File: src/sv/dpq_pkg.sv
// Package for the double-ended priority queue.
// Holds sizes, the operation codes and the structs passed between cells.
// No dependencies.
package dpq_pkg;

  localparam int CAPACITY = 64;
  localparam int DATA_W   = 32;
  localparam int CNT_W    = $clog2(CAPACITY + 1);
  localparam int OUT_CNT_W = 7;

  typedef enum logic [1:0] {
    OP_INSERT  = 2'd0,
    OP_DEL_MAX = 2'd1,
    OP_DEL_MIN = 2'd2,
    OP_CLEAR   = 2'd3
  } op_t;

  // Operation broadcast to every cell of the chain.
  typedef struct packed {
    logic                     en;
    op_t                      op;
    logic signed [DATA_W-1:0] value;
  } cmd_t;

  // What a cell shows its neighbors.
  typedef struct packed {
    logic                     occ;
    logic                     gt;
    logic signed [DATA_W-1:0] val;
  } link_t;

endpackage

File: src/sv/dpq_cell.sv
// One slot of the sorted chain: holds a value and its occupied flag.
// Depends on dpq_pkg; of the other cells it talks only to its left and right neighbors.
module dpq_cell (
  input  logic           clk,
  input  logic           rst_n,
  input  dpq_pkg::cmd_t  cmd,
  input  dpq_pkg::link_t left_i,
  input  dpq_pkg::link_t right_i,
  output dpq_pkg::link_t self_o,
  output logic signed [dpq_pkg::DATA_W-1:0] top_val_o
);
  import dpq_pkg::*;

  logic signed [DATA_W-1:0] val_r, val_nxt;
  logic                     occ_r, occ_nxt;

  always_ff @(posedge clk) begin
    if (!rst_n) begin
      occ_r <= 1'b0;
    end else begin
      occ_r <= occ_nxt;
    end
  end

  always_ff @(posedge clk) begin
    val_r <= val_nxt;
  end

  always_comb begin
    val_nxt = val_r;
    occ_nxt = occ_r;
    if (cmd.en) begin
      case (cmd.op)
        OP_INSERT: begin
          // Entries not above the new value stay; the first slot whose left
          // neighbor is not above it takes the value; the rest shift right.
          occ_nxt = occ_r | left_i.occ;
          if (occ_r && !self_o.gt) begin
            val_nxt = val_r;
          end else if (left_i.occ && !left_i.gt) begin
            val_nxt = cmd.value;
          end else if (left_i.occ) begin
            val_nxt = left_i.val;
          end
        end
        OP_DEL_MAX: begin
          occ_nxt = occ_r & right_i.occ;
        end
        OP_DEL_MIN: begin
          occ_nxt = occ_r & right_i.occ;
          if (right_i.occ) begin
            val_nxt = right_i.val;
          end
        end
        default: begin
          occ_nxt = 1'b0;
        end
      endcase
    end
  end

  assign self_o.occ = occ_r;
  assign self_o.gt  = occ_r && (val_r > cmd.value);
  assign self_o.val = val_r;

  // The highest occupied slot drives its value onto the max bus.
  assign top_val_o = (occ_r && !right_i.occ) ? val_r : '0;

endmodule

File: config.mk
export PLATFORM = sky130hd
export DESIGN_NAME = dpq_cell
export DESIGN_NICKNAME = d
export VERILOG_FILES = /design/src/sv/dpq_pkg.sv /design/src/sv/dpq_cell.sv
export SDC_FILE = /design/constraint.sdc
export NUM_CORES = 1
export LEC_CHECK = 0
export BUFFER_PORTS_ARGS = -buffer_cell sky130_fd_sc_hd__clkbuf_2
export CAP_MARGIN = 20
export CORE_ASPECT_RATIO = 1.1
export CORE_MARGIN = 2
export CORE_UTILIZATION = 40
export DETAILED_ROUTE_END_ITERATION = 10
export PLACE_DENSITY = 0.78
export SLEW_MARGIN = 20
export SYNTH_ARGS = -nofsm -noshare
export SYNTH_HDL_FRONTEND = slang
export SYNTH_SLANG_ARGS = --single-unit
export TNS_END_PERCENT = 30
File: constraint.sdc
create_clock -name clk -period 3.07 [get_ports clk]
set_clock_uncertainty 0.15 [all_clocks]
set_input_delay 0.4605 -clock clk [delete_from_list [all_inputs] [get_ports clk]]
set_output_delay 0.4605 -clock clk [all_outputs]
set_load 0.01 [all_outputs]
# [Word-level counts from Yosys, hierarchy flattened]
# Cells that the tools add are included.
[op_classes] n_mux=7 magnitude_cmp=1 reduce_logical=11 bitwise=2 eq_ne=5
[op_table] op="32-bit 2-to-1 mux" n=5
[op_table] op="32-bit one-hot mux with 2 select lines" n=1
[op_table] op="32-bit greater-than comparator" n=1
[op_table] op="5-bit AND reduction" n=1
[op_table] op="1-bit logical AND" n=4
[op_table] op="2-bit inequality test, second input constant" n=2
[op_table] op="1-bit logical NOT" n=3
[op_table] op="3-bit inequality test, second input constant" n=1
[op_table] op="2-bit by 1-bit == test with 1-bit output, second input constant" n=1
[op_table] op="2-bit == test, second input constant" n=1
[op_table] op="2-bit logical NOT" n=1
[op_table] op="1-bit one-hot mux with 2 select lines" n=1
[op_table] op="2-bit nonzero test" n=1
[op_table] op="2-bit OR reduction" n=1
[op_table] op="1-bit AND" n=1
[op_table] op="1-bit OR" n=1
[totals] output_inout_bits=66 in_bits=105 register_bits=33

# [Logic depth before layout (Yosys ltp)]
# Gate-level depths: netlist of run 1.
[logic_depth] word_depth=6 ltp_mapped=8 mapped_depth_nobuf=8

# [Least setup slack after synthesis of run 1]
# Ideal clock, no wire load.
[synth_timing] path_type="input-to-reg" from="in cmd[31] in the netlist's numbering" to="reg val_r[0] (enable)" t_arrival_ns=2.475 setup_ns=0.389 n_path_buf=0 path_slack_ns=0.055 stages=8 cell_sequence="inv_1 ha_1 nand4_1 nor2_1 a221o_1 a211o_1 a2bb2oi_1 nand2_1"
[synth_between] elab_chain_cells=6
[synth_lines] item="start: declaration" line_no="dpq_cell.sv:6" source="input dpq_pkg::cmd_t cmd,"
[synth_lines] item="32-bit greater-than comparator" line_no="dpq_cell.sv:63" source="assign self_o.gt = occ_r && (val_r > cmd.value);"
[synth_lines] item="1-bit logical AND" line_no="dpq_cell.sv:63"
[synth_lines] item="1-bit logical NOT" line_no="dpq_cell.sv:38" source="if (occ_r && !self_o.gt) begin"
[synth_lines] item="1-bit logical AND" line_no="dpq_cell.sv:38"
[synth_lines] item="2-bit inequality test (no source line)"
[synth_lines] item="5-bit AND reduction (no source line)"
[synth_lines] item="end signal: assignment" line_no="dpq_cell.sv:26" source="val_r <= val_nxt;"
[synth_lines] item="end: declaration" line_no="dpq_cell.sv:14" source="logic signed [DATA_W-1:0] val_r, val_nxt;"
# Every way passes these cells.
# A chain may end at the register's enable or synchronous reset.

==> impl_metrics.yaml, run 1 <==
sta:
  finalSetupViolCount: 0
  fin_ws_ps: 78.36
  slew_viol_final: 0
  finalHoldViolCount: 0
  worst_pin_slew_ps: 555.8
  fmax_ghz: 0.3343
  slew_headroom_pct: 62.95
  period_needed_ps: 2992
  period_share_pct: 97.45
synthesis:
  muxShareOfSynthArea_pct: 11.79
  synth.distinct_cells: 33
  synth_top_area_share_pct: 34.30
  synthFlopType: "edfxtp_1"
  synth_top_family_by_area: "simple AND/OR/NAND/NOR gates"
  synthesis.area_mm2: 0.002801
  ys_seq_area_share_pct: 35.02
  yosysTopAreaCell: "edfxtp_1"
  synth.area.top_cells: "edfxtp_1 (34%), ha_1 (16%), mux2i_1 (12%)"
  synth_enable_flop_cells: 32
  avgSynthCellArea_um2: 8.979
  synth_xor_xnor_area_share_pct: 0
  ys_ff_latch: 33
  synthCells: 312
  synth_fp_nets: 452
  yosys.area_share.adder_pct: 15.63
  yosys.area_share.simple_pct: 17.33
  synth_compound_area_share_pct: 13.09
  postSynth.asyncResetShare_pct: 0
  yosysWarnings: 0
placement:
  pre_cts_slack_ps: 77.97
  dp.cells: 558
  numPortBuffers: 169
  gp_congestion: 0.7674
  dp_hpwl_um: 6330
min_path:
  hold_depth: 2
  hold_path_end: "occ_r"
  hp-start: "rst_n"
  hp-class: "in -> reg"
clock_network:
  cts_tree: "done"
  root_buffer: "clkbuf_8"
  path_clk_slew_ps: 70
  clkLatencyLatePin_ps: 280
  clockBufferDepth: 2
  cts_buffers: 5
  cts_hold_buf: 0
  clock-sinks: 33
  htreeDepth: 2
finish:
  layout.cells.non_filler: 580
  n_antenna_cell: 0
  postLayoutCoreUtil_pct: 58.85
  drive_above_1_share_pct: 42.42
  area_growth_pct: 44.66
  final_nets: 634
floorplan:
  die_h_um: 91.77
  io-pin-count: 171
  initial_core_util_pct: 40.68
  die_width_um: 83.79
  core_mm2: 0.006887
  rows: 32
  design.die.area_mm2: 0.007689
critical_path:
  rr_startpoint: "val_r[30]"
  crit_path_max_fanout: 3
  timing.rr.end: "val_r[22]"
  rr_worst_depth: 9
  cp.required_ps: 2460
  arrival_ps: 2380
  path_class: "reg -> out"
  cp-start-kind: "flip-flop"
  r2r_setup_slack_ps: 410
  worstSetupEndpointType: "output port"
global_routing:
  grt_pass1_vias: 2776
  grt_max_degree: 65
  grt_pass1_wl_um: 12830
  overflow: 0
  grt_use_total_pct: 20.72
  antenna_found_initial: 0
drt:
  first_iter_violations: 90
  wl_per_cell_um: 14.14
  viasPerCell: 5.005
  wirelength_um: 8201
  drc: 0
  num_vias: 2903
  ant_nets: 0
  first_pass_iters: 4
pwr:
  p_leak_nw: 2.078
  peakVddDrop_mv: 0.1638
  powerDensity_mw_per_mm2: 323.4
job:
  maxCapViolations: 0
outcome:
  outcome: "finished clean"
## critical path, cell delays in order (launching register included)
cell,delay [ps]
edfxtp_1,410
ha_1,320
nand4_1,170
nor2_1,60
a221o_1,330
o31a_1,350
o2111ai_2,200
o41ai_2,100
buf_2,150
## cells in the final DEF, fill, tap and decap left out, drive strengths merged
cell type and n:
nor4 2, o31a 1, a221o 2, ha 35
mux2i 33, and2 31, edfxtp 32, buf 22
a21o 2, a2111oi 1, inv 36, a31o 1
nand4 8, clkbuf 176, o211ai 1, o41ai 1
or3 1, o21ai 37, and3 2, dfxtp 1
nand2 40, a21oi 14, nor2 4, nand3 4
nor3 2, a2bb2oi 1, a211o 1, nor2b 2
o2111ai 1, a22oi 1
## registers in the layout (all words and copies together), names as in the netlist
register,flops
occ_r,1
val_r,32
## where the power goes
group / internal [mW] / total (mW) / leakage, nW / switching (mW)
combinational: 0.192 / 0.396 / 1.73 / 0.203
sequential: 0.544 / 0.570 / 0.307 / 0.0259
clock: 0.183 / 0.345 / 0.0455 / 0.162
## synth_stat cells (4+ instances only)
cell type and count:
nand3_1 4, a21oi_1 14, ha_1 35, nand2_1 40, buf_2 4, nand4_1 8
and2_1 31, clkbuf_1 9, edfxtp_1 32, nor2_1 4, o21ai_0 37, inv_1 36
mux2i_1 33
## per-layer routing
layer / global-route usage, % / vias up / share of wire [%]
li1: - / 1463 / -
met1: 22.64 / 1327 / 37
met2: 39.73 / 106 / 55
met3: 5.401 / 7 / 6.9
met4: 4.704 / 0 / 1.2
met5: 0 / - / 0
## logic make-up after synthesis
| group | after synthesis |
|---|---|
| and+or+nand+nor | 96 |
| adders and majority gates | 35 |
| buffers and inverters | 51 |
| muxes | 33 |
| AOI/OAI and AO/OA | 64 |
| DFF | 33 |
## worst max-delay path by stage
stage                     slack (ps)    endpoint  cells past startpoint  startpoint
after floorplan                   60    val_r[0]                      8     cmd[31]
after global placement           140  self_o[32]                      9     cmd[23]
after detailed placement          80  self_o[32]                      9     cmd[30]
after CTS                          3  self_o[32]                      8   val_r[14]
after global routing             -50  self_o[32]                      8    val_r[5]
final                             80  self_o[32]                      8    val_r[9]
## repair_timing
action,CTS,global route
pin swaps,0,4
buffers inserted,0,14
hold endpoints to repair,0,0
resized for setup,2,8
gates cloned,0,0
setup endpoints to repair,1,1
## area by class of cell
class                           instances  area [um^2]
Timing Repair Buffer                  190         1016
Sequential cell                        33        980.9
Fill cell                             611         2834
Multi-Input combinational cell        228         1724
Tap cell                               85        106.4
Inverter                               36        135.1
Clock buffer                            8        90.09
## through the flow
| stage | area (um^2) | TNS [ps] | power (mW) | hold WS, ps |
|---|---|---|---|---|
| after CTS | 3870 | 0 | 1.291 | 241.9 |
| after global routing | 4053 | -48.13 | 1.403 | 244.4 |
| after global placement | 3766 | 0 | 0.9261 | 503.2 |
| after detailed placement | 3766 | 0 | 0.9413 | 526.2 |
| final | 4053 | 0 | 1.311 | 250.5 |
| after floorplan | 2801 | 0 | 0.7682 | 456.4 |
No activity file was read; power rests on OpenSTA's default activity.
==> run 2: changes to the inputs <==
Settings changed: CORE_MARGIN 2 to not set, REMOVE_ABC_BUFFERS set to 1.
==> impl_metrics.yaml, run 2 (synthesis gave the netlist of run 1 again) <==
outcome:
  outcome: "finished clean"
pwr:
  powerDensity_mw_per_mm2: 317.5
  peakVddDrop_mv: 0.1561
  p_total_mw: 1.251
  p_leak_nw: 2.029
placement:
  dp.cells: 555
  numPortBuffers: 169
  gp_congestion: 0.7821
  dp_hpwl_um: 5842
  placed_area_mm2: 0.003762
min_path:
  hp-class: "in -> reg"
  hp-start: "rst_n"
  hold_path_end: "occ_r"
  hold_depth: 2
sta:
  timing.setup.tns_ps: 0
  fmax_ghz: 0.3371
  finalHoldViolCount: 0
  finalSetupViolCount: 0
  slew_viol_final: 0
  period_share_pct: 96.63
  slew_headroom_pct: 58.51
  worst_pin_slew_ps: 621.7
  period_needed_ps: 2967
finish:
  area_growth_pct: 40.60
  fillers: 618
  fin_area_mm2: 0.003939
  largest_register_ffs: 32
  final_nets: 627
  final_cell_mix: "clkbuf_2 (168), nand2_1 (40), inv_1 (36), o21ai_0 (36)"
  n_antenna_cell: 0
  reg_top3: "val_r: 32 flops, occ_r: 1 flops"
  drive_above_1_share_pct: 41.19
  seq_area_um2: 980.9
  layout.cells.non_filler: 570
  final_common_cell: "clkbuf_2"
  largest-register: "val_r"
  multi_input_area_mm2: 0.001675
floorplan:
  io-pin-count: 171
  rows: 31
  core_mm2: 0.006671
  die_width_um: 81.79
  die_h_um: 89.77
  initial_core_util_pct: 41.99
  design.die.area_mm2: 0.007342
clock_network:
  htreeDepth: 2
  root_buffer: "clkbuf_8"
  cts_buffers: 5
  clockBufferDepth: 2
  cts_hold_buf: 0
  clkLatencyLatePin_ps: 280
  path_clk_slew_ps: 70
  clock-sinks: 33
  cts_tree: "done"
drt:
  wl_per_cell_um: 12.94
  drc: 0
  first_iter_violations: 95
  drt-met1-wl_um: 2933
  wirelength_um: 7374
  ant_nets: 0
  dr_wl_met3_um: 383
  wl_met2_um: 4031
  top_layer: "met4"
  num_vias: 2804
  viasPerCell: 4.919
  first_pass_iters: 4
critical_path:
  timing.rr.end: "val_r[18]"
  cp-start-kind: "flip-flop"
  cp.required_ps: 2460
  rr_worst_depth: 9
  rr_startpoint: "val_r[14]"
  path_class: "reg -> out"
  r2r_setup_slack_ps: 450
  crit_path_max_fanout: 4
  arrival_ps: 2360
  worstSetupEndpointType: "output port"
global_routing:
  grt_pass1_wl_um: 11610
  grt_pass1_vias: 2663
  grt_use_total_pct: 20.42
  overflow: 0
  antenna_found_initial: 0
  grt_max_degree: 65
job:
  maxCapViolations: 0
==> run 2: where the power goes <==
part	switching (mW)	internal [mW]
registers	0.0241	0.544
clock network	0.160	0.153
logic	0.192	0.177
==> run 2: timing repair <==
item	CTS	global route
setup buffers	1	6
pin swaps	0	4
resized for setup	3	6
endpoints found under the setup margin	1	1
==> run 2: worst max path at each step <==
stage	from	to	slack [ps]	cells past startpoint
after floorplan	cmd[32]	val_r[0]	-550	6
after global placement	cmd[23]	self_o[32]	110	9
after detailed placement	cmd[23]	self_o[32]	50	9
after CTS	val_r[31]	self_o[32]	8	8
after global routing	val_r[14]	self_o[32]	-9	8
final	val_r[23]	self_o[32]	100	7
==> run 2: routing by layer <==
metal  vias up  global-route usage (%)
li1       1450                       -
met1      1248                   21.10
met2       104                   40.56
met3         2                   4.061
met4         0                   3.509
met5         -                       0
==> run 2: per-stage QoR <==
| step | hold slack, ps | setup slack [ps] | util [%] |
|---|---|---|---|
| finish | 257.2 | 103.4 | 59.04 |
| global route | 245.1 | -9.391 | 59.04 |
| CTS | 246.9 | 8.425 | 57.86 |
| detailed placement | 516.2 | 46.41 | 56.40 |
| global placement | 507.4 | 113.9 | 56.40 |
| floorplan | 456.4 | -554.2 | - |
==> run 2: final cells by class <==
| class | count | share of cell area (%) |
|---|---|---|
| repair buffers | 183 | 24.46 |
| multi-input cells | 228 | 42.53 |
| clock buffers | 5 | 1.747 |
| clock inverters | 3 | 0.3177 |
| well taps | 82 | 2.605 |
| flip-flops and latches | 33 | 24.90 |
| inverters | 36 | 3.431 |
==> run 2: critical path: stages, from the launching register on <==
cell      delay (ps)
edfxtp_1         420
ha_1             330
a21oi_1          150
o21ai_1          110
a221o_1          300
a211o_1          300
o41ai_2          290
buf_2            190
